==> src/hw/rtl/shcs_pkg.sv <==
// Shared types, codes and frame tables for the stepper homing command sequencer.
// No dependencies; every other file of the block but shcs_if uses it.
`timescale 1ns / 1ps

package shcs_pkg;

   localparam int CFG_W  = 10;
   localparam int ADDR_W = 8;
   localparam int CSR_INDEX_W = 3;

   // configuration register indexes
   localparam logic [CSR_INDEX_W-1:0] CSR_Y_ADDRESS      = 3'd0;
   localparam logic [CSR_INDEX_W-1:0] CSR_X_ADDRESS      = 3'd1;
   localparam logic [CSR_INDEX_W-1:0] CSR_DEBOUNCE_TICKS = 3'd2;
   localparam logic [CSR_INDEX_W-1:0] CSR_GAP_TICKS      = 3'd3;
   localparam logic [CSR_INDEX_W-1:0] CSR_SETTLE_TICKS   = 3'd4;

   localparam logic [ADDR_W-1:0] Y_ADDRESS_RESET      = 8'd1;
   localparam logic [ADDR_W-1:0] X_ADDRESS_RESET      = 8'd1;
   localparam logic [CFG_W-1:0]  DEBOUNCE_TICKS_RESET = 10'd20;
   localparam logic [CFG_W-1:0]  GAP_TICKS_RESET      = 10'd20;
   localparam logic [CFG_W-1:0]  SETTLE_TICKS_RESET   = 10'd100;

   // frame bytes
   localparam logic [7:0] Y_TAIL        = 8'h6B;
   localparam logic [7:0] X_HEAD        = 8'hFA;
   localparam logic [7:0] OP_Y_ENABLE   = 8'hF3;
   localparam logic [7:0] ARG_Y_ENABLE  = 8'hAB;
   localparam logic [7:0] OP_HOME       = 8'h9A;
   localparam logic [7:0] OP_Y_SPEED    = 8'hF6;
   localparam logic [7:0] OP_Y_STOP     = 8'hFE;
   localparam logic [7:0] ARG_Y_STOP    = 8'h98;
   localparam logic [7:0] OP_X_WORK     = 8'h82;
   localparam logic [7:0] OP_X_LEVEL    = 8'h85;
   localparam logic [7:0] OP_X_GO_HOME  = 8'h91;
   localparam logic [7:0] ARG_X_MODE    = 8'h02;

   localparam int QUEUE_DEPTH = 2;
   localparam int QPTR_W      = 1;
   localparam int QCNT_W      = 2;

   typedef enum logic [2:0] {
      CMD_TICK     = 3'd0,
      CMD_INIT     = 3'd1,
      CMD_ENABLE_Y = 3'd2,
      CMD_RUN_Y    = 3'd3,
      CMD_STOP_Y   = 3'd4,
      CMD_SET_X_EN = 3'd5
   } command_type;

   typedef enum logic [2:0] {
      JOB_NONE,
      JOB_Y_ENABLE,
      JOB_Y_SPEED,
      JOB_Y_STOP,
      JOB_Y_HOME,
      JOB_INIT,
      JOB_X_HOME,
      JOB_X_WORK
   } job_kind_type;

   typedef enum logic [2:0] {
      FR_Y_ENABLE,
      FR_Y_HOME,
      FR_Y_SPEED,
      FR_Y_STOP,
      FR_X_LEVEL_LOW,
      FR_X_WORK,
      FR_X_HOME_MODE,
      FR_X_GO_HOME
   } frame_kind_type;

   typedef enum logic [3:0] {
      SRC_LIT,
      SRC_Y_ADDR,
      SRC_X_ADDR,
      SRC_ENABLE,
      SRC_DIR,
      SRC_RPM_HI,
      SRC_RPM_LO,
      SRC_ACC,
      SRC_SUM
   } byte_src_type;

   typedef struct packed {
      byte_src_type src;
      logic [7:0]   lit;
   } byte_item_type;

   // one queued job: what to send plus the status that goes with every byte
   typedef struct packed {
      job_kind_type kind;
      logic         enable;
      logic         direction;
      logic [15:0]  y_speed;
      logic [7:0]   acceleration;
      logic         busy;
      logic         x_enable_pin;
   } job_type;

   typedef struct packed {
      logic [CFG_W-1:0] debounce_ticks;
      logic [CFG_W-1:0] gap_ticks;
      logic [CFG_W-1:0] settle_ticks;
   } timer_cfg_type;

   typedef struct packed {
      logic [ADDR_W-1:0] y_address;
      logic [ADDR_W-1:0] x_address;
   } addr_cfg_type;

   function automatic byte_item_type frame_item(frame_kind_type f, logic [2:0] i);
      byte_item_type r;
      r.src = SRC_LIT;
      r.lit = 8'h00;
      case (f)
         FR_Y_ENABLE: begin
            case (i)
               3'd0: r.src = SRC_Y_ADDR;
               3'd1: r.lit = OP_Y_ENABLE;
               3'd2: r.lit = ARG_Y_ENABLE;
               3'd3: r.src = SRC_ENABLE;
               3'd5: r.lit = Y_TAIL;
               default: ;
            endcase
         end
         FR_Y_HOME: begin
            case (i)
               3'd0: r.src = SRC_Y_ADDR;
               3'd1: r.lit = OP_HOME;
               3'd4: r.lit = Y_TAIL;
               default: ;
            endcase
         end
         FR_Y_SPEED: begin
            case (i)
               3'd0: r.src = SRC_Y_ADDR;
               3'd1: r.lit = OP_Y_SPEED;
               3'd2: r.src = SRC_DIR;
               3'd3: r.src = SRC_RPM_HI;
               3'd4: r.src = SRC_RPM_LO;
               3'd5: r.src = SRC_ACC;
               3'd7: r.lit = Y_TAIL;
               default: ;
            endcase
         end
         FR_Y_STOP: begin
            case (i)
               3'd0: r.src = SRC_Y_ADDR;
               3'd1: r.lit = OP_Y_STOP;
               3'd2: r.lit = ARG_Y_STOP;
               3'd4: r.lit = Y_TAIL;
               default: ;
            endcase
         end
         FR_X_LEVEL_LOW: begin
            case (i)
               3'd0: r.lit = X_HEAD;
               3'd1: r.src = SRC_X_ADDR;
               3'd2: r.lit = OP_X_LEVEL;
               3'd4: r.src = SRC_SUM;
               default: ;
            endcase
         end
         FR_X_WORK: begin
            case (i)
               3'd0: r.lit = X_HEAD;
               3'd1: r.src = SRC_X_ADDR;
               3'd2: r.lit = OP_X_WORK;
               3'd3: r.lit = ARG_X_MODE;
               3'd4: r.src = SRC_SUM;
               default: ;
            endcase
         end
         FR_X_HOME_MODE: begin
            case (i)
               3'd0: r.lit = X_HEAD;
               3'd1: r.src = SRC_X_ADDR;
               3'd2: r.lit = OP_HOME;
               3'd3: r.lit = ARG_X_MODE;
               3'd4: r.lit = ARG_X_MODE;
               3'd5: r.lit = ARG_X_MODE;
               3'd7: r.src = SRC_SUM;
               default: ;
            endcase
         end
         FR_X_GO_HOME: begin
            case (i)
               3'd0: r.lit = X_HEAD;
               3'd1: r.src = SRC_X_ADDR;
               3'd2: r.lit = OP_X_GO_HOME;
               3'd4: r.src = SRC_SUM;
               default: ;
            endcase
         end
         default: ;
      endcase
      return r;
   endfunction

   function automatic logic [2:0] frame_last_index(frame_kind_type f);
      logic [2:0] r;
      case (f)
         FR_Y_ENABLE:    r = 3'd5;
         FR_Y_SPEED:     r = 3'd7;
         FR_X_HOME_MODE: r = 3'd7;
         default:        r = 3'd4;
      endcase
      return r;
   endfunction

   function automatic logic frame_port(frame_kind_type f);
      logic r;
      case (f)
         FR_X_LEVEL_LOW, FR_X_WORK, FR_X_HOME_MODE, FR_X_GO_HOME: r = 1'b1;
         default: r = 1'b0;
      endcase
      return r;
   endfunction

   function automatic frame_kind_type job_frame(job_kind_type k, logic [1:0] fi);
      frame_kind_type r;
      case (k)
         JOB_Y_SPEED: r = FR_Y_SPEED;
         JOB_Y_STOP:  r = FR_Y_STOP;
         JOB_Y_HOME:  r = FR_Y_HOME;
         JOB_X_WORK:  r = FR_X_WORK;
         JOB_X_HOME:  r = (fi == 2'd0) ? FR_X_HOME_MODE : FR_X_GO_HOME;
         JOB_INIT: begin
            case (fi)
               2'd0:    r = FR_Y_ENABLE;
               2'd1:    r = FR_X_LEVEL_LOW;
               default: r = FR_X_WORK;
            endcase
         end
         default: r = FR_Y_ENABLE;
      endcase
      return r;
   endfunction

   function automatic logic [1:0] job_last_frame(job_kind_type k);
      logic [1:0] r;
      case (k)
         JOB_INIT:   r = 2'd2;
         JOB_X_HOME: r = 2'd1;
         default:    r = 2'd0;
      endcase
      return r;
   endfunction

endpackage

==> src/hw/rtl/shcs_if.sv <==
// Channel interfaces of the stepper homing command sequencer: request,
// response and register write. Depends on nothing.
`timescale 1ns / 1ps

interface shcs_req_if;
   logic        valid;
   logic        ready;
   logic [2:0]  command;
   logic        key_level;
   logic        enable;
   logic        direction;
   logic [15:0] y_speed;
   logic [7:0]  acceleration;

   modport source (output valid, command, key_level, enable, direction, y_speed,
                   acceleration, input ready);
   modport sink (input valid, command, key_level, enable, direction, y_speed,
                 acceleration, output ready);
endinterface

interface shcs_rsp_if;
   logic       valid;
   logic       ready;
   logic       port;
   logic       byte_valid;
   logic [7:0] tx_byte;
   logic       last;
   logic       busy_res;
   logic       x_enable_pin;

   modport source (output valid, port, byte_valid, tx_byte, last, busy_res,
                   x_enable_pin, input ready);
   modport sink (input valid, port, byte_valid, tx_byte, last, busy_res,
                 x_enable_pin, output ready);
endinterface

interface shcs_csr_if;
   logic       valid;
   logic       ready;
   logic [2:0] index;
   logic [9:0] data;

   modport source (output valid, index, data, input ready);
   modport sink (input valid, index, data, output ready);
endinterface

==> src/hw/rtl/shcs_front.sv <==
// Front end: key debounce, start sequence timing and X pin level; turns each
// accepted request into a job. Depends on shcs_pkg and shcs_if.
`timescale 1ns / 1ps

module shcs_front #(
   parameter int TIMER_WIDTH = 10
) (
   input  logic                    clock,
   input  logic                    reset,
   shcs_req_if.sink                req_chan,
   input  shcs_pkg::timer_cfg_type timer_cfg,
   input  logic                    queue_full,
   output logic                    push,
   output shcs_pkg::job_type       push_job
);

   localparam int CW = (TIMER_WIDTH > shcs_pkg::CFG_W) ? TIMER_WIDTH : shcs_pkg::CFG_W;
   localparam logic [CW-1:0] TMAX_C = CW'((1 << TIMER_WIDTH) - 1);

   typedef enum logic [2:0] {
      STEP_IDLE,
      STEP_EN_Y,
      STEP_EN_X,
      STEP_HOME_Y,
      STEP_HOME_X,
      STEP_RESTORE
   } step_type;

   function automatic logic [TIMER_WIDTH-1:0] clamp_t(logic [shcs_pkg::CFG_W-1:0] v);
      logic [CW-1:0] ve;
      ve = CW'(v);
      return TIMER_WIDTH'((ve > TMAX_C) ? TMAX_C : ve);
   endfunction

   step_type               step_ff, step_in;
   logic [TIMER_WIDTH-1:0] wait_ff, wait_in;
   logic [TIMER_WIDTH-1:0] debounce_ff, debounce_in;
   logic                   prev_ff, prev_in;
   logic                   stable_ff, stable_in;
   logic                   xpin_ff, xpin_in;
   logic                   accept;
   logic [TIMER_WIDTH-1:0] debounce_lim, gap_lim, settle_lim;
   shcs_pkg::job_type      job;

   assign req_chan.ready = !queue_full;
   assign accept         = req_chan.valid && !queue_full;
   assign push           = accept;
   assign push_job       = job;

   assign debounce_lim = clamp_t(timer_cfg.debounce_ticks);
   assign gap_lim      = clamp_t(timer_cfg.gap_ticks);
   assign settle_lim   = clamp_t(timer_cfg.settle_ticks);

   always_comb begin
      step_in     = step_ff;
      wait_in     = wait_ff;
      debounce_in = debounce_ff;
      prev_in     = prev_ff;
      stable_in   = stable_ff;
      xpin_in     = xpin_ff;

      job.kind         = shcs_pkg::JOB_NONE;
      job.enable       = req_chan.enable;
      job.direction    = req_chan.direction;
      job.y_speed      = req_chan.y_speed;
      job.acceleration = req_chan.acceleration;

      case (req_chan.command)
         shcs_pkg::CMD_TICK: begin
            if (req_chan.key_level != prev_ff) begin
               prev_in     = req_chan.key_level;
               debounce_in = '0;
            end else if (debounce_ff < debounce_lim) begin
               debounce_in = debounce_ff + 1'b1;
            end else if (req_chan.key_level != stable_ff) begin
               stable_in = req_chan.key_level;
               if (!req_chan.key_level && step_ff == STEP_IDLE) begin
                  step_in = STEP_EN_Y;
                  wait_in = '0;
               end
            end
            // a press that starts the sequence acts on this same tick
            if (wait_in != '0) begin
               wait_in = wait_in - 1'b1;
            end else begin
               case (step_in)
                  STEP_EN_Y: begin
                     job.kind   = shcs_pkg::JOB_Y_ENABLE;
                     job.enable = 1'b1;
                     step_in    = STEP_EN_X;
                     wait_in    = gap_lim;
                  end
                  STEP_EN_X: begin
                     xpin_in = 1'b0;
                     step_in = STEP_HOME_Y;
                     wait_in = settle_lim;
                  end
                  STEP_HOME_Y: begin
                     job.kind = shcs_pkg::JOB_Y_HOME;
                     step_in  = STEP_HOME_X;
                     wait_in  = gap_lim;
                  end
                  STEP_HOME_X: begin
                     job.kind = shcs_pkg::JOB_X_HOME;
                     step_in  = STEP_RESTORE;
                     wait_in  = gap_lim;
                  end
                  STEP_RESTORE: begin
                     job.kind = shcs_pkg::JOB_X_WORK;
                     step_in  = STEP_IDLE;
                  end
                  default: ;
               endcase
            end
         end
         shcs_pkg::CMD_INIT: begin
            step_in    = STEP_IDLE;
            wait_in    = '0;
            xpin_in    = 1'b1;
            job.kind   = shcs_pkg::JOB_INIT;
            job.enable = 1'b0;
         end
         shcs_pkg::CMD_ENABLE_Y: job.kind = shcs_pkg::JOB_Y_ENABLE;
         shcs_pkg::CMD_RUN_Y:    job.kind = shcs_pkg::JOB_Y_SPEED;
         shcs_pkg::CMD_STOP_Y:   job.kind = shcs_pkg::JOB_Y_STOP;
         shcs_pkg::CMD_SET_X_EN: xpin_in  = !req_chan.enable;
         default: ;
      endcase

      job.busy         = (step_in != STEP_IDLE);
      job.x_enable_pin = xpin_in;
   end

   always_ff @(posedge clock) begin
      if (reset) begin
         step_ff     <= STEP_IDLE;
         wait_ff     <= '0;
         debounce_ff <= '0;
         prev_ff     <= 1'b1;
         stable_ff   <= 1'b1;
         xpin_ff     <= 1'b1;
      end else if (accept) begin
         step_ff     <= step_in;
         wait_ff     <= wait_in;
         debounce_ff <= debounce_in;
         prev_ff     <= prev_in;
         stable_ff   <= stable_in;
         xpin_ff     <= xpin_in;
      end
   end

endmodule

==> src/hw/rtl/shcs_queue.sv <==
// Two-entry job queue between the front end and the byte serializer.
// Depends on shcs_pkg.
`timescale 1ns / 1ps

module shcs_queue (
   input  logic              clock,
   input  logic              reset,
   input  logic              push,
   input  shcs_pkg::job_type push_job,
   output logic              full,
   input  logic              pop,
   output logic              head_valid,
   output shcs_pkg::job_type head_job
);

   shcs_pkg::job_type                entry_ff [shcs_pkg::QUEUE_DEPTH];
   logic [shcs_pkg::QPTR_W-1:0]      wr_ptr_ff, wr_ptr_in;
   logic [shcs_pkg::QPTR_W-1:0]      rd_ptr_ff, rd_ptr_in;
   logic [shcs_pkg::QCNT_W-1:0]      count_ff, count_in;

   assign full       = (count_ff == shcs_pkg::QCNT_W'(shcs_pkg::QUEUE_DEPTH));
   assign head_valid = (count_ff != '0);
   assign head_job   = entry_ff[rd_ptr_ff];

   always_comb begin
      wr_ptr_in = push ? wr_ptr_ff + 1'b1 : wr_ptr_ff;
      rd_ptr_in = pop ? rd_ptr_ff + 1'b1 : rd_ptr_ff;
      case ({push, pop})
         2'b10:   count_in = count_ff + 1'b1;
         2'b01:   count_in = count_ff - 1'b1;
         default: count_in = count_ff;
      endcase
   end

   always_ff @(posedge clock) begin
      if (reset) begin
         wr_ptr_ff <= '0;
         rd_ptr_ff <= '0;
         count_ff  <= '0;
      end else begin
         wr_ptr_ff <= wr_ptr_in;
         rd_ptr_ff <= rd_ptr_in;
         count_ff  <= count_in;
      end
   end

   always_ff @(posedge clock) begin
      if (push) begin
         entry_ff[wr_ptr_ff] <= push_job;
      end
   end

endmodule

==> src/hw/rtl/shcs_back.sv <==
// Back end: walks the queue head frame by frame and emits one registered
// response per cycle while ready is high. Depends on shcs_pkg, shcs_if.
`timescale 1ns / 1ps

module shcs_back (
   input  logic                   clock,
   input  logic                   reset,
   input  shcs_pkg::addr_cfg_type addr_cfg,
   input  logic                   head_valid,
   input  shcs_pkg::job_type      head_job,
   output logic                   pop,
   shcs_rsp_if.source             rsp_chan
);

   logic [1:0]                frame_idx_ff, frame_idx_in;
   logic [2:0]                byte_idx_ff, byte_idx_in;
   logic [7:0]                sum_ff, sum_in;
   logic                      rsp_valid_ff, rsp_valid_in;
   logic                      rsp_port_ff, rsp_port_in;
   logic                      rsp_byte_valid_ff, rsp_byte_valid_in;
   logic [7:0]                rsp_tx_byte_ff, rsp_tx_byte_in;
   logic                      rsp_last_ff, rsp_last_in;
   logic                      rsp_busy_ff, rsp_busy_in;
   logic                      rsp_xpin_ff, rsp_xpin_in;

   shcs_pkg::frame_kind_type  frame;
   shcs_pkg::byte_item_type   item;
   logic [7:0]                cur_byte;
   logic                      is_none, frame_done, job_done, advance;

   assign frame      = shcs_pkg::job_frame(head_job.kind, frame_idx_ff);
   assign item       = shcs_pkg::frame_item(frame, byte_idx_ff);
   assign is_none    = (head_job.kind == shcs_pkg::JOB_NONE);
   assign frame_done = (byte_idx_ff == shcs_pkg::frame_last_index(frame));
   assign job_done   = is_none ||
                       (frame_done && frame_idx_ff == shcs_pkg::job_last_frame(head_job.kind));
   assign advance    = head_valid && (!rsp_valid_ff || rsp_chan.ready);
   assign pop        = advance && job_done;

   always_comb begin
      case (item.src)
         shcs_pkg::SRC_Y_ADDR: cur_byte = addr_cfg.y_address;
         shcs_pkg::SRC_X_ADDR: cur_byte = addr_cfg.x_address;
         shcs_pkg::SRC_ENABLE: cur_byte = {7'd0, head_job.enable};
         shcs_pkg::SRC_DIR:    cur_byte = {7'd0, head_job.direction};
         shcs_pkg::SRC_RPM_HI: cur_byte = head_job.y_speed[15:8];
         shcs_pkg::SRC_RPM_LO: cur_byte = head_job.y_speed[7:0];
         shcs_pkg::SRC_ACC:    cur_byte = head_job.acceleration;
         shcs_pkg::SRC_SUM:    cur_byte = sum_ff;
         default:              cur_byte = item.lit;
      endcase
   end

   always_comb begin
      frame_idx_in      = frame_idx_ff;
      byte_idx_in       = byte_idx_ff;
      sum_in            = sum_ff;
      rsp_valid_in      = rsp_valid_ff && !rsp_chan.ready;
      rsp_port_in       = rsp_port_ff;
      rsp_byte_valid_in = rsp_byte_valid_ff;
      rsp_tx_byte_in    = rsp_tx_byte_ff;
      rsp_last_in       = rsp_last_ff;
      rsp_busy_in       = rsp_busy_ff;
      rsp_xpin_in       = rsp_xpin_ff;
      if (advance) begin
         rsp_valid_in      = 1'b1;
         rsp_port_in       = !is_none && shcs_pkg::frame_port(frame);
         rsp_byte_valid_in = !is_none;
         rsp_tx_byte_in    = is_none ? 8'd0 : cur_byte;
         rsp_last_in       = job_done;
         rsp_busy_in       = head_job.busy;
         rsp_xpin_in       = head_job.x_enable_pin;
         // checksum restarts at each frame head
         sum_in = (byte_idx_ff == '0) ? cur_byte : sum_ff + cur_byte;
         if (job_done) begin
            frame_idx_in = '0;
            byte_idx_in  = '0;
         end else if (frame_done) begin
            frame_idx_in = frame_idx_ff + 1'b1;
            byte_idx_in  = '0;
         end else begin
            byte_idx_in = byte_idx_ff + 1'b1;
         end
      end
   end

   always_ff @(posedge clock) begin
      if (reset) begin
         frame_idx_ff <= '0;
         byte_idx_ff  <= '0;
         rsp_valid_ff <= 1'b0;
      end else begin
         frame_idx_ff <= frame_idx_in;
         byte_idx_ff  <= byte_idx_in;
         rsp_valid_ff <= rsp_valid_in;
      end
   end

   always_ff @(posedge clock) begin
      sum_ff            <= sum_in;
      rsp_port_ff       <= rsp_port_in;
      rsp_byte_valid_ff <= rsp_byte_valid_in;
      rsp_tx_byte_ff    <= rsp_tx_byte_in;
      rsp_last_ff       <= rsp_last_in;
      rsp_busy_ff       <= rsp_busy_in;
      rsp_xpin_ff       <= rsp_xpin_in;
   end

   assign rsp_chan.valid        = rsp_valid_ff;
   assign rsp_chan.port         = rsp_port_ff;
   assign rsp_chan.byte_valid   = rsp_byte_valid_ff;
   assign rsp_chan.tx_byte      = rsp_tx_byte_ff;
   assign rsp_chan.last         = rsp_last_ff;
   assign rsp_chan.busy_res     = rsp_busy_ff;
   assign rsp_chan.x_enable_pin = rsp_xpin_ff;

   a_empty_is_last: assert property (@(posedge clock) disable iff (reset)
      rsp_valid_ff && !rsp_byte_valid_ff |-> rsp_last_ff)
      else $error("byte-less response not marked last");

   a_byte_in_frame: assert property (@(posedge clock) disable iff (reset)
      head_valid |-> byte_idx_ff <= shcs_pkg::frame_last_index(frame))
      else $error("byte index past end of frame");

   a_frame_in_job: assert property (@(posedge clock) disable iff (reset)
      head_valid |-> frame_idx_ff <= shcs_pkg::job_last_frame(head_job.kind))
      else $error("frame index past end of job");

   a_pop_rewinds: assert property (@(posedge clock) disable iff (reset)
      pop |=> frame_idx_ff == '0 && byte_idx_ff == '0)
      else $error("indexes not rewound after job");

endmodule

==> src/hw/rtl/stepper_homing_command_sequencer_unit.sv <==
// Top level of the stepper homing command sequencer: register file, front end,
// job queue and byte serializer. Depends on shcs_pkg, shcs_if and the shcs_ modules.
`timescale 1ns / 1ps

// Each request (tick or command) yields 1 to 16 response items, one frame byte
// each, or a single byte-less item marked last when nothing is sent. The front
// end takes a request every cycle while the two-entry job queue has room; the
// serializer emits one byte per cycle while the response port is ready. A request
// without frames gives one item, one frame 5 to 8 bytes, X homing 13 and init
// 16. Register writes are always accepted and registered.
module stepper_homing_command_sequencer_unit #(
   parameter int TIMER_WIDTH = 10
) (
   input  logic       clock,
   input  logic       reset,
   shcs_req_if.sink   req_chan,
   shcs_rsp_if.source rsp_chan,
   shcs_csr_if.sink   csr_chan
);

   logic [shcs_pkg::ADDR_W-1:0] y_address_ff, x_address_ff;
   logic [shcs_pkg::CFG_W-1:0]  debounce_ff, gap_ff, settle_ff;
   shcs_pkg::timer_cfg_type     timer_cfg;
   shcs_pkg::addr_cfg_type      addr_cfg;
   logic                        push, pop, full, head_valid;
   shcs_pkg::job_type           push_job, head_job;

   assign csr_chan.ready = 1'b1;

   always_ff @(posedge clock) begin
      if (reset) begin
         y_address_ff <= shcs_pkg::Y_ADDRESS_RESET;
         x_address_ff <= shcs_pkg::X_ADDRESS_RESET;
         debounce_ff  <= shcs_pkg::DEBOUNCE_TICKS_RESET;
         gap_ff       <= shcs_pkg::GAP_TICKS_RESET;
         settle_ff    <= shcs_pkg::SETTLE_TICKS_RESET;
      end else if (csr_chan.valid) begin
         case (csr_chan.index)
            shcs_pkg::CSR_Y_ADDRESS:      y_address_ff <= csr_chan.data[shcs_pkg::ADDR_W-1:0];
            shcs_pkg::CSR_X_ADDRESS:      x_address_ff <= csr_chan.data[shcs_pkg::ADDR_W-1:0];
            shcs_pkg::CSR_DEBOUNCE_TICKS: debounce_ff  <= csr_chan.data;
            shcs_pkg::CSR_GAP_TICKS:      gap_ff       <= csr_chan.data;
            shcs_pkg::CSR_SETTLE_TICKS:   settle_ff    <= csr_chan.data;
            default: ;
         endcase
      end
   end

   assign timer_cfg.debounce_ticks = debounce_ff;
   assign timer_cfg.gap_ticks      = gap_ff;
   assign timer_cfg.settle_ticks   = settle_ff;
   assign addr_cfg.y_address       = y_address_ff;
   assign addr_cfg.x_address       = x_address_ff;

   shcs_front #(
      .TIMER_WIDTH(TIMER_WIDTH)
   ) u_front (
      .clock      (clock),
      .reset      (reset),
      .req_chan   (req_chan),
      .timer_cfg  (timer_cfg),
      .queue_full (full),
      .push       (push),
      .push_job   (push_job)
   );

   shcs_queue u_queue (
      .clock      (clock),
      .reset      (reset),
      .push       (push),
      .push_job   (push_job),
      .full       (full),
      .pop        (pop),
      .head_valid (head_valid),
      .head_job   (head_job)
   );

   shcs_back u_back (
      .clock      (clock),
      .reset      (reset),
      .addr_cfg   (addr_cfg),
      .head_valid (head_valid),
      .head_job   (head_job),
      .pop        (pop),
      .rsp_chan   (rsp_chan)
   );

endmodule
==> src/flat_wrapper.sv <==
// flat-port wrapper written by rule: the top's interface ports become plain ports
module stepper_homing_command_sequencer_unit_flat 
#(
   parameter int TIMER_WIDTH = 10
)
  (clock, reset, req_chan_valid, req_chan_command, req_chan_key_level, req_chan_enable, req_chan_direction, req_chan_y_speed, req_chan_acceleration, req_chan_ready, rsp_chan_valid, rsp_chan_port, rsp_chan_byte_valid, rsp_chan_tx_byte, rsp_chan_last, rsp_chan_busy_res, rsp_chan_x_enable_pin, rsp_chan_ready, csr_chan_valid, csr_chan_index, csr_chan_data, csr_chan_ready);
  shcs_req_if req_chan_i ();
  shcs_rsp_if rsp_chan_i ();
  shcs_csr_if csr_chan_i ();
  input  logic clock;
  input  logic reset;
  input wire logic [$bits(req_chan_i.valid)-1:0] req_chan_valid;
  input wire logic [$bits(req_chan_i.command)-1:0] req_chan_command;
  input wire logic [$bits(req_chan_i.key_level)-1:0] req_chan_key_level;
  input wire logic [$bits(req_chan_i.enable)-1:0] req_chan_enable;
  input wire logic [$bits(req_chan_i.direction)-1:0] req_chan_direction;
  input wire logic [$bits(req_chan_i.y_speed)-1:0] req_chan_y_speed;
  input wire logic [$bits(req_chan_i.acceleration)-1:0] req_chan_acceleration;
  output wire logic [$bits(req_chan_i.ready)-1:0] req_chan_ready;
  output wire logic [$bits(rsp_chan_i.valid)-1:0] rsp_chan_valid;
  output wire logic [$bits(rsp_chan_i.port)-1:0] rsp_chan_port;
  output wire logic [$bits(rsp_chan_i.byte_valid)-1:0] rsp_chan_byte_valid;
  output wire logic [$bits(rsp_chan_i.tx_byte)-1:0] rsp_chan_tx_byte;
  output wire logic [$bits(rsp_chan_i.last)-1:0] rsp_chan_last;
  output wire logic [$bits(rsp_chan_i.busy_res)-1:0] rsp_chan_busy_res;
  output wire logic [$bits(rsp_chan_i.x_enable_pin)-1:0] rsp_chan_x_enable_pin;
  input wire logic [$bits(rsp_chan_i.ready)-1:0] rsp_chan_ready;
  input wire logic [$bits(csr_chan_i.valid)-1:0] csr_chan_valid;
  input wire logic [$bits(csr_chan_i.index)-1:0] csr_chan_index;
  input wire logic [$bits(csr_chan_i.data)-1:0] csr_chan_data;
  output wire logic [$bits(csr_chan_i.ready)-1:0] csr_chan_ready;
  assign req_chan_i.valid = req_chan_valid;
  assign req_chan_i.command = req_chan_command;
  assign req_chan_i.key_level = req_chan_key_level;
  assign req_chan_i.enable = req_chan_enable;
  assign req_chan_i.direction = req_chan_direction;
  assign req_chan_i.y_speed = req_chan_y_speed;
  assign req_chan_i.acceleration = req_chan_acceleration;
  assign req_chan_ready = req_chan_i.ready;
  assign rsp_chan_valid = rsp_chan_i.valid;
  assign rsp_chan_port = rsp_chan_i.port;
  assign rsp_chan_byte_valid = rsp_chan_i.byte_valid;
  assign rsp_chan_tx_byte = rsp_chan_i.tx_byte;
  assign rsp_chan_last = rsp_chan_i.last;
  assign rsp_chan_busy_res = rsp_chan_i.busy_res;
  assign rsp_chan_x_enable_pin = rsp_chan_i.x_enable_pin;
  assign rsp_chan_i.ready = rsp_chan_ready;
  assign csr_chan_i.valid = csr_chan_valid;
  assign csr_chan_i.index = csr_chan_index;
  assign csr_chan_i.data = csr_chan_data;
  assign csr_chan_ready = csr_chan_i.ready;
  stepper_homing_command_sequencer_unit #(.TIMER_WIDTH(TIMER_WIDTH)) u_core (.clock(clock), .reset(reset), .req_chan(req_chan_i), .rsp_chan(rsp_chan_i), .csr_chan(csr_chan_i));
endmodule
==> config.mk <==
export PLATFORM = sky130hd
export DESIGN_NAME = stepper_homing_command_sequencer_unit_flat
export DESIGN_NICKNAME = d
export VERILOG_FILES = /design/src/hw/rtl/shcs_pkg.sv /design/src/hw/rtl/shcs_if.sv /design/src/hw/rtl/shcs_front.sv /design/src/hw/rtl/shcs_queue.sv /design/src/hw/rtl/shcs_back.sv /design/src/hw/rtl/stepper_homing_command_sequencer_unit.sv /design/src/flat_wrapper.sv
export SDC_FILE = /design/constraint.sdc
export NUM_CORES = 1
export LEC_CHECK = 0
export BUFFER_PORTS_ARGS = -buffer_cell sky130_fd_sc_hd__buf_2
export CORE_MARGIN = 5
export CORE_UTILIZATION = 38
export DETAILED_ROUTE_END_ITERATION = 10
export PLACE_DENSITY_LB_ADDON = 0.12
export RECOVER_POWER = 100
export SETUP_SLACK_MARGIN = 0.2
export SYNTH_ARGS = -nofsm -noshare
export SYNTH_HDL_FRONTEND = slang
export SYNTH_SLANG_ARGS = --single-unit
==> constraint.sdc <==
create_clock -name clock -period 5.6 [get_ports clock]
set_input_delay 1.68 -clock clock [delete_from_list [all_inputs] [get_ports clock]]
set_output_delay 1.68 -clock clock [all_outputs]
set_load 0.02 [all_outputs]
==> flow_summary.yaml, run 1 <==
run_status:
  status: "complete, but fails checks"
  violations: "capacitance limit, slew limit"
synthesis:
  syn_inst: 923
  yosysMostFrequentCell: "nand2_1"
  async_flop_share_pct: 0
  synth_common_cells: "nand2_1 (151), dfxtp_1 (83), edfxtp_1 (83)"
  ys.flop_type: "edfxtp_1"
  yosysWarnings: 0
  yosysSeqAreaShare_pct: 46.6
  synth_top_area_share_pct: 28.0
  mappedNetlistNets: 1002
  avgSynthCellArea_um2: 9.66
  synth_area_leaders: "edfxtp_1 (28%), dfxtp_1 (19%), nand2_1 (6.4%)"
  synth-seq-cells: 166
  syn_area_mm2: 0.00891
  synth_edf_count: 83
  ys_types: 98
  synth_top_cell_by_area: "edfxtp_1"
clocking:
  cts.path.max_buffers: 2
  cts_tree: "yes"
  post_cts_resized: 0
  numCtsBuffers: 17
  root_buffer: "clkbuf_16"
  cts-hold-fix-buffers: 0
  clock_sinks: 166
  clk_pin_slew_ns: 0.08
  h-tree-depth: 4
  post-cts-setup-buffer-count: 0
  clkLatencyLatePin_ns: 0.43
drt:
  dr.max_layer_used: "met4"
  drt_iter0_drc: 399
  drcViolationCount: 0
  met3_length_um: 882
  wl_met1_um: 11800
  drtPass1Iterations: 5
  wl_per_cell_um: 17.8
  wirelength_um: 23200
  route.met2.wl_um: 10400
  ant_nets: 0
  routed_via_density: 5.40
  vias: 7037
floorplanning:
  die_x_um: 163
  core_area_mm2: 0.0233
  fp.dieH_um: 163
  start_util_pct: 38.3
  die_area_mm2: 0.0266
  ioPinCount: 64
  rows: 56
min_path:
  min_path_type: "reg -> reg"
  min_from: "u_core.debounce_ff[7]$_SDFFE_PP0P_"
worst_setup_path:
  critPathCaptureType: "flip-flop"
  slowest_delay_ns: 0.62
  cp_slowest_cell: "xnor2_2"
  start_kind: "flip-flop"
  cp.arrival_ns: 5.21
  cp_common_cell: "a21oi_1"
  path_max_fanout: 16
  crit_type: "reg -> reg"
  cp.required_ns: 5.80
  crit_path_cell_trace: "mux2i_4, buf_4, o21ai_1, a22oi_1, a221oi_2, xnor2_2, and4_1, nor2_1, ha_1, a21o_1, a21oi_1, o21bai_1, a21oi_1, o21ai_0, xor2_1, nand2_1, xnor2_1"
timing:
  worst_pin_slew_ns: 1.88
  slew_headroom_pct: -25.5
  finalCriticalPeriod_ns: 5.02
  finClkSkew_ns: 0.0130
  finalSetupViolations: 0
  fin_setup_tns_ns: 0
  fmax_mhz: 199
  report.final.slew_viol_count: 106
  rsz0062_at_grt: "no"
  fin_crit_sh_pct: 89.6
  finalHoldViolations: 0
power_and_ir_drop:
  seqPwrFrac_pct: 39.7
  power_frac_clock_pct: 29.8
  p_sw_w: 0.00142
  switching_share_pct: 35.9
  internal_power_w: 0.00254
  fin_total_pwr_w: 0.00395
  ir_worst_vdd_v: 0.000183
  power_frac_comb_pct: 30.4
  p_leak_nw: 3.60
  p_per_area_mw_per_mm2: 395
cells_and_area:
  area_delta_synth_final_pct: 12.4
  diodes: 0
  drive_gt1_share_pct: 12.8
  nets: 1050
place:
  gp_congestion: 0.865
  port_buffers: 62
  dp_hpwl_um: 17000
grt:
  grt_pass1_wl_um: 37100
  first_global_vias: 6687
  antenna_found_initial: 0
  grt_use_total_pct: 17.7
  grt_max_degree: 42
  overflow: 0
run:
  drv_cap: 3
-- power groups by stage --
stage          sequential [W]  combinational (W)  clock, W
2_1_floorplan         0.00161           0.000893         0
3_3_place_gp          0.00160            0.00124         0
3_5_place_dp          0.00159            0.00122         0
4_1_cts               0.00157            0.00123   0.00121
5_1_grt               0.00159            0.00133   0.00126
6_report              0.00157            0.00120   0.00118
-- cell families after synthesis --
| family | after synthesis | synth area share [%] |
|---|---|---|
| AOI/OAI and AO/OA | 234 | 18.3 |
| xor gates and xnor gates | 20 | 2.05 |
| adders and majority gates | 31 | 4.44 |
| buffers and inverters | 75 | 3.73 |
| DFF | 166 | 46.6 |
| muxes | 30 | 5.02 |
| other | 1 | 0.0421 |
| and+or+nand+nor | 366 | 19.8 |
-- per-layer routing --
metal  global-route usage, %  up-vias
met5                       0        -
met1                    26.3     3382
met3                    2.88       11
li1                        -     3488
met2                    27.0      156
met4                    4.38        0
-- state kept, by name, summed over array words and instances, names as in the netlist, 2 cells and up, named ones only --
name,flops
u_core.u_back.frame_idx_ff,2
u_core.u_back.rsp_chan.tx_byte,8
u_core.debounce_ff,10
u_core.u_back.sum_ff,8
u_core.u_front.step_ff,3
u_core.u_back.byte_idx_ff,3
u_core.x_address_ff,8
u_core.gap_ff,10
u_core.settle_ff,10
u_core.u_front.debounce_ff,10
u_core.u_queue.count_ff,2
u_core.u_queue.entry_ff,62
u_core.y_address_ff,8
u_core.u_front.wait_ff,10
-- cell usage in the layout (no fill, tap or decap), types with 7 or more instances in the layout --
cell type and n:
mux2i_1 7, xor2_1 12, nor2_1 73, ha_1 30, mux2_2 11, nand2_1 151
a21o_1 7, o21ai_0 33, nor3_1 17, nor4_1 9, inv_1 28, nand3_1 22
a21oi_1 80, nand3b_1 14, xnor2_1 7, nand4_1 12, and3_1 10, a31oi_1 10
dfxtp_1 83, a21oi_2 7, buf_4 9, buf_2 29, edfxtp_1 83, clkbuf_1 37
nand2b_1 11, or3_1 14, clkbuf_16 17
-- worst max-delay path, delay by kind of cell, from the launching register on --
family	cells	cell delay, ns
multiplexers	1	0.43
flip-flops	1	0.61
XOR/XNOR	3	0.92
adder cells (fa/ha/maj)	1	0.28
buffers and inverters	1	0.27
AO/OA/AOI/OAI	8	1.67
AND/OR/NAND/NOR	3	0.60
-- final timing paths --
check,end,slack [ns],cells after the start
max,u_core.u_back.sum_ff[7]$_DFFE_PP_,0.58,17
min,u_core.debounce_ff[7]$_SDFFE_PP0P_,0.46,2
max reg2reg,u_core.u_back.sum_ff[7]$_DFFE_PP_,0.58,17
min reg2reg,u_core.debounce_ff[7]$_SDFFE_PP0P_,0.46,2
-- layout make-up --
type / count / area [um2]
fillers: 2373 / 13200
multi-input cells: 682 / 4400
flip-flops and latches: 166 / 4150
clock buffers: 17 / 425
well taps: 319 / 399
repair buffers: 75 / 352
clock inverters: 15 / 174
inverters: 29 / 109
-- through the flow --
stage | instance area, um2 | hold slack, ns | instances | worst slack (ns) | util (%)
floorplan | 8910 | 0.434 | 923 | 0.975 | -
global placement | 9500 | 0.444 | 1271 | 0.738 | 40.8
detailed placement | 9500 | 0.447 | 1271 | 0.732 | 40.8
CTS | 10100 | 0.457 | 1303 | 0.797 | 43.4
global route | 10000 | 0.473 | 1303 | 0.253 | 43.1
finish | 10000 | 0.456 | 1303 | 0.583 | 43.1
(Power assumes the default switching activity.)
==> run 2: changes to the inputs <==
- BUFFER_PORTS_ARGS: -buffer_cell sky130_fd_sc_hd__buf_2 -> unset
- CTS_CLUSTER_SIZE: unset -> 40
- DONT_BUFFER_PORTS: unset -> 1
- SLEW_MARGIN: unset -> 20
==> run 2 against run 1 <==
  * Worst setup slack improved by 0.026 ns
  * Worst hold slack got worse by 0.0082 ns
  * Largest cell class unchanged
  * Core utilization fell by 1.2 points
  * Clock power barely moved
  * The flow still finishes with violations (capacitance limit, slew limit)
  * Critical path type unchanged
  * Die area did not move
==> flow_summary.yaml, run 2 (same netlist as run 1, synthesis figures left out) <==
floorplanning:
  fp.dieH_um: 163
  die_x_um: 163
  core_area_mm2: 0.0233
  die_area_mm2: 0.0266
  rows: 56
  ioPinCount: 64
  start_util_pct: 38.3
cells_and_area:
  drive_gt1_share_pct: 10.4
  most-common-layout-cells: "nand2_1 (151), edfxtp_1 (83), dfxtp_1 (82), a21oi_1 (80), nor2_1 (73)"
  regMostFlops: "u_core.u_queue.entry_ff"
  fin_area_mm2: 0.00974
  layout.cells.non_filler: 1240
  nets: 987
  largest_reg_flops: 62
  diodes: 0
  final_common_cell: "nand2_1"
  area_delta_synth_final_pct: 9.31
drt:
  drtPass1Iterations: 5
  wl_per_cell_um: 19.0
  ant_nets: 0
  drt_iter0_drc: 586
  dr.max_layer_used: "met4"
  routed_via_density: 5.51
  vias: 6833
  wirelength_um: 23600
  wl_met1_um: 11400
  met3_length_um: 1550
  drcViolationCount: 0
  route.met2.wl_um: 10300
clocking:
  numCtsBuffers: 17
  cts.path.max_buffers: 2
  clk_pin_slew_ns: 0.08
  post-cts-setup-buffer-count: 0
  cts-hold-fix-buffers: 0
  cts_tree: "yes"
  post_cts_resized: 0
  root_buffer: "clkbuf_16"
  clock_sinks: 166
  h-tree-depth: 4
  clkLatencyLatePin_ns: 0.44
power_and_ir_drop:
  switching_share_pct: 35.7
  ir_worst_vdd_v: 0.000204
  internal_power_w: 0.00252
  power_frac_comb_pct: 28.0
  fin_total_pwr_w: 0.00392
  p_leak_nw: 3.44
  power_frac_clock_pct: 30.3
  p_per_area_mw_per_mm2: 402
  p_sw_w: 0.00140
  seqPwrFrac_pct: 41.7
run_status:
  violations: "capacitance limit, slew limit"
  status: "complete, but fails checks"
place:
  placed_cell_area_mm2: 0.00918
  dp_cells: 1208
  dp_hpwl_um: 16800
  port_buffers: 0
  gp_congestion: 0.862
grt:
  grt_pass1_wl_um: 37000
  grt_max_degree: 72
  overflow: 0
  antenna_found_initial: 0
  grt_use_total_pct: 17.9
  first_global_vias: 6496
timing:
  finalHoldViolations: 0
  worst_pin_slew_ns: 1.87
  fin_setup_tns_ns: 0
  report.final.slew_viol_count: 64
  rsz0062_at_grt: "no"
  fmax_mhz: 200
  finalCriticalPeriod_ns: 4.99
  finClkSkew_ns: 0.0184
  slew_headroom_pct: -24.4
  fin_crit_sh_pct: 89.1
  finalSetupViolations: 0
worst_setup_path:
  path_max_fanout: 23
  critPathCaptureType: "flip-flop"
  slowest_delay_ns: 0.67
  start_kind: "flip-flop"
  cp_slowest_cell: "mux2i_4"
  crit_path_cell_trace: "mux2i_4, o21ai_0, a22oi_2, a221oi_2, xnor2_2, and4_1, nor2_1, ha_1, a21o_1, a21oi_1, o21bai_1, a21oi_1, o21ai_0, xor2_1, nand2_1, xnor2_1"
  r2r_slack_ns: 0.61
  cp.arrival_ns: 5.19
  cp.required_ns: 5.80
  crit_type: "reg -> reg"
min_path:
  min_path_type: "reg -> reg"
run:
  drv_cap: 2
==> run 2: final cells by class <==
| class | instances | area (um2) |
|---|---|---|
| Clock buffer | 17 | 425 |
| Clock inverter | 15 | 174 |
| Fill cell | 2370 | 13500 |
| Inverter | 29 | 109 |
| Multi-Input combinational cell | 682 | 4410 |
| Sequential cell | 166 | 4160 |
| Tap cell | 319 | 399 |
| Timing Repair Buffer | 12 | 75.1 |
==> run 2: routing by layer <==
metal,up-vias,track usage [%]
met5,-,0
met4,0,4.84
met3,25,4.01
met2,181,26.1
met1,3259,26.7
li1,3368,-
==> run 2: path summary, 6_finish.rpt <==
kind	start	depth (start not counted)	to
setup / recovery	flip-flop	16	u_core.u_back.sum_ff[7]$_DFFE_PP_
hold reg to reg	u_core.debounce_ff[3]$_SDFFE_PP0P_	2	u_core.debounce_ff[3]$_SDFFE_PP0P_
setup reg to reg	flip-flop	16	u_core.u_back.sum_ff[7]$_DFFE_PP_
hold / removal	u_core.debounce_ff[3]$_SDFFE_PP0P_	2	u_core.debounce_ff[3]$_SDFFE_PP0P_
==> run 2: through the flow <==
stage               setup WS, ns  hold WS (ns)  utilization (%)
floorplan                  0.975         0.434                -
global placement           0.791         0.438             39.5
detailed placement         0.787         0.441             39.5
CTS                        0.791         0.450             42.1
global route               0.199         0.468             41.9
finish                     0.609         0.448             41.9
==> run 2: critical path: cells and delay by family (launching register included) <==
kind / cells / cell delay [ns]
multiplexers: 1 / 0.67
adder cells (fa/ha/maj): 1 / 0.28
XOR/XNOR: 3 / 0.90
AND/OR/NAND/NOR: 3 / 0.58
AO/OA/AOI/OAI: 8 / 1.82
flip-flops: 1 / 0.50
==> run 2: power groups by stage <==
stage / registers [W] / clock network [W] / logic (W)
floorplan: 0.00161 / 0 / 0.000893
global placement: 0.00166 / 0 / 0.00111
detailed placement: 0.00165 / 0 / 0.00111
CTS: 0.00163 / 0.00122 / 0.00111
global route: 0.00165 / 0.00128 / 0.00121
finish: 0.00163 / 0.00119 / 0.00110
==> run 3: changes to the inputs <==
- CORE_UTILIZATION: 38 -> 64
- RECOVER_POWER: 100 -> 25
==> run 3 against run 2 <==
  * The run still ends with capacitance limit, slew limit left
  * Clock skew is 0.0092 ns lower
  * Via count is 6.1% higher
  * First-iteration DRC count is 30% higher
  * Final cell count is 11% lower
  * Sequential share of layout area is 0.55 points higher
  * Critical path depth is 1 higher
  * Design area is 1.3% lower
==> flow_summary.yaml, run 3 (same netlist as run 1, synthesis figures left out) <==
worst_setup_path:
  critPathTopFamily: "compound AO/OA/AOI/OAI gates"
  critPathCaptureType: "flip-flop"
  cp_slowest_cell: "dfxtp_1"
  cp_common_cell: "a21oi_1"
  critPathBufInv: 1
  path_max_fanout: 22
  crit_type: "reg -> reg"
  reg2reg_to: "u_core.u_back.sum_ff[7]$_DFFE_PP_"
  cp.required_ns: 5.79
  start_kind: "flip-flop"
  cp.arrival_ns: 5.08
  slowest_delay_ns: 0.71
  crit_path_cell_trace: "mux2i_4, buf_4, o21ai_1, a22oi_2, a221oi_2, xnor2_2, and4_4, nor2_1, ha_1, a21o_1, a21oi_1, o21bai_1, a21oi_1, o21ai_0, xor2_1, nand2_1, xnor2_1"
  ff2ff_path_depth: 17
  r2r_slack_ns: 0.71
timing:
  finalSetupViolations: 0
  fin_setup_tns_ns: 0
  finalCriticalPeriod_ns: 4.89
  slew_headroom_pct: -20.4
  fin_crit_sh_pct: 87.3
  fmax_mhz: 204
  report.final.slew_viol_count: 32
  rsz0062_at_grt: "no"
  worst_pin_slew_ns: 1.81
  finClkSkew_ns: 0.00925
  finalHoldViolations: 0
grt:
  antenna_found_initial: 1
  use_met1_pct: 38.5
  met3_usage_pct: 6.42
  use_met2_pct: 46.5
  overflow: 0
  grt_use_total_pct: 28.9
  grt_max_degree: 72
  first_global_vias: 6914
  grt_pass1_wl_um: 37100
  top_usage_layer: "met2"
clocking:
  cts_tree: "yes"
  clkLatencyLatePin_ns: 0.43
  h-tree-depth: 4
  root_buffer: "clkbuf_16"
  cts-hold-fix-buffers: 0
  clk_pin_slew_ns: 0.07
  numCtsBuffers: 17
  post_cts_resized: 0
  clock_sinks: 166
  cts.path.max_buffers: 2
  post-cts-setup-buffer-count: 0
floorplanning:
  die_x_um: 128
  core_area_mm2: 0.0138
  start_util_pct: 64.7
  fp.dieH_um: 128
  rows: 43
  die_area_mm2: 0.0164
  ioPinCount: 64
cells_and_area:
  regMostFlops: "u_core.u_queue.entry_ff"
  most-common-layout-cells: "nand2_1 (151), dfxtp_1 (83), edfxtp_1 (83), a21oi_1 (79), nor2_1 (73)"
  final_common_cell: "nand2_1"
  drive_gt1_share_pct: 11.2
  largest_reg_flops: 62
  area_delta_synth_final_pct: 7.87
  nets: 987
  fillers: 1099
  diodes: 0
power_and_ir_drop:
  p_leak_nw: 3.47
  fin_total_pwr_w: 0.00395
  p_per_area_mw_per_mm2: 411
  ir_worst_vdd_v: 0.000221
run:
  drv_cap: 1
drt:
  ant_nets: 0
  drtPass1Iterations: 5
  vias: 7249
  wl_per_cell_um: 21.0
  drcViolationCount: 0
  routed_via_density: 6.58
  wirelength_um: 23100
  drt_iter0_drc: 763
place:
  port_buffers: 0
  gp_congestion: 0.944
  dp_hpwl_um: 17000
run_status:
  status: "complete, but fails checks"
  violations: "capacitance limit, slew limit"
min_path:
  min_from: "u_core.gap_ff[7]$_SDFFE_PP0P_"
  min_path_type: "reg -> reg"
  whs_endpoint: "u_core.gap_ff[7]$_SDFFE_PP0P_"
  whs_path_depth: 2
run 3: cell type report:
cell class,instances,area [um2],area share (%)
sequential,166,4150,43.2
inverter,29,109,1.13
clock buffer,17,425,4.42
multi-input combinational,682,4430,46.1
clock inverter,15,190,1.98
tap,180,225,2.34
timing repair buffer,12,82.6,0.859
run 3: report_power, final:
group | total, W | internal [W] | switching [W]
clock | 0.00118 | 0.000613 | 0.000571
sequential | 0.00163 | 0.00148 | 0.000147
combinational | 0.00113 | 0.000436 | 0.000699
total | 0.00395 | 0.00253 | 0.00142
run 3: how the worst max path moves through the flow:
stage	end	startpoint	slack [ns]	depth (start not counted)
after floorplan	u_core.u_queue.entry_ff[0][1]$_DFFE_PP_	req_chan_key_level	0.97	13
after global placement	u_core.u_front.wait_ff[6]$_SDFFE_PP0P_	req_chan_key_level	0.76	13
after detailed placement	u_core.u_queue.entry_ff[0][1]$_DFFE_PP_	req_chan_key_level	0.80	13
after CTS	u_core.u_back.sum_ff[7]$_DFFE_PP_	flip-flop	0.80	17
after global routing	u_core.u_back.sum_ff[7]$_DFFE_PP_	flip-flop	0.38	17
final	u_core.u_back.sum_ff[7]$_DFFE_PP_	flip-flop	0.71	17
run 3: through the flow:
step	hold slack, ns	instances	setup slack, ns	utilization, %	instance area [um2]
final	0.454	1101	0.709	69.8	9620
after global routing	0.470	1101	0.382	69.8	9620
after CTS	0.452	1101	0.805	69.9	9620
after detailed placement	0.443	1069	0.805	65.4	9010
after global placement	0.435	1069	0.760	65.4	9010
after floorplan	0.434	923	0.975	-	8910
run 3: per-layer routing:
metal | vias up | part of all wire (%)
met5 | - | 0.056
met2 | 354 | 48
met1 | 3469 | 41
li1 | 3367 | -
met3 | 57 | 7.9
met4 | 2 | 3.1
run 3: tightest hold or removal path, cell delays in order, from the launching register on:
cell     delay [ns]
dfxtp_1        0.31
nand2_1        0.05
a21oi_1        0.05
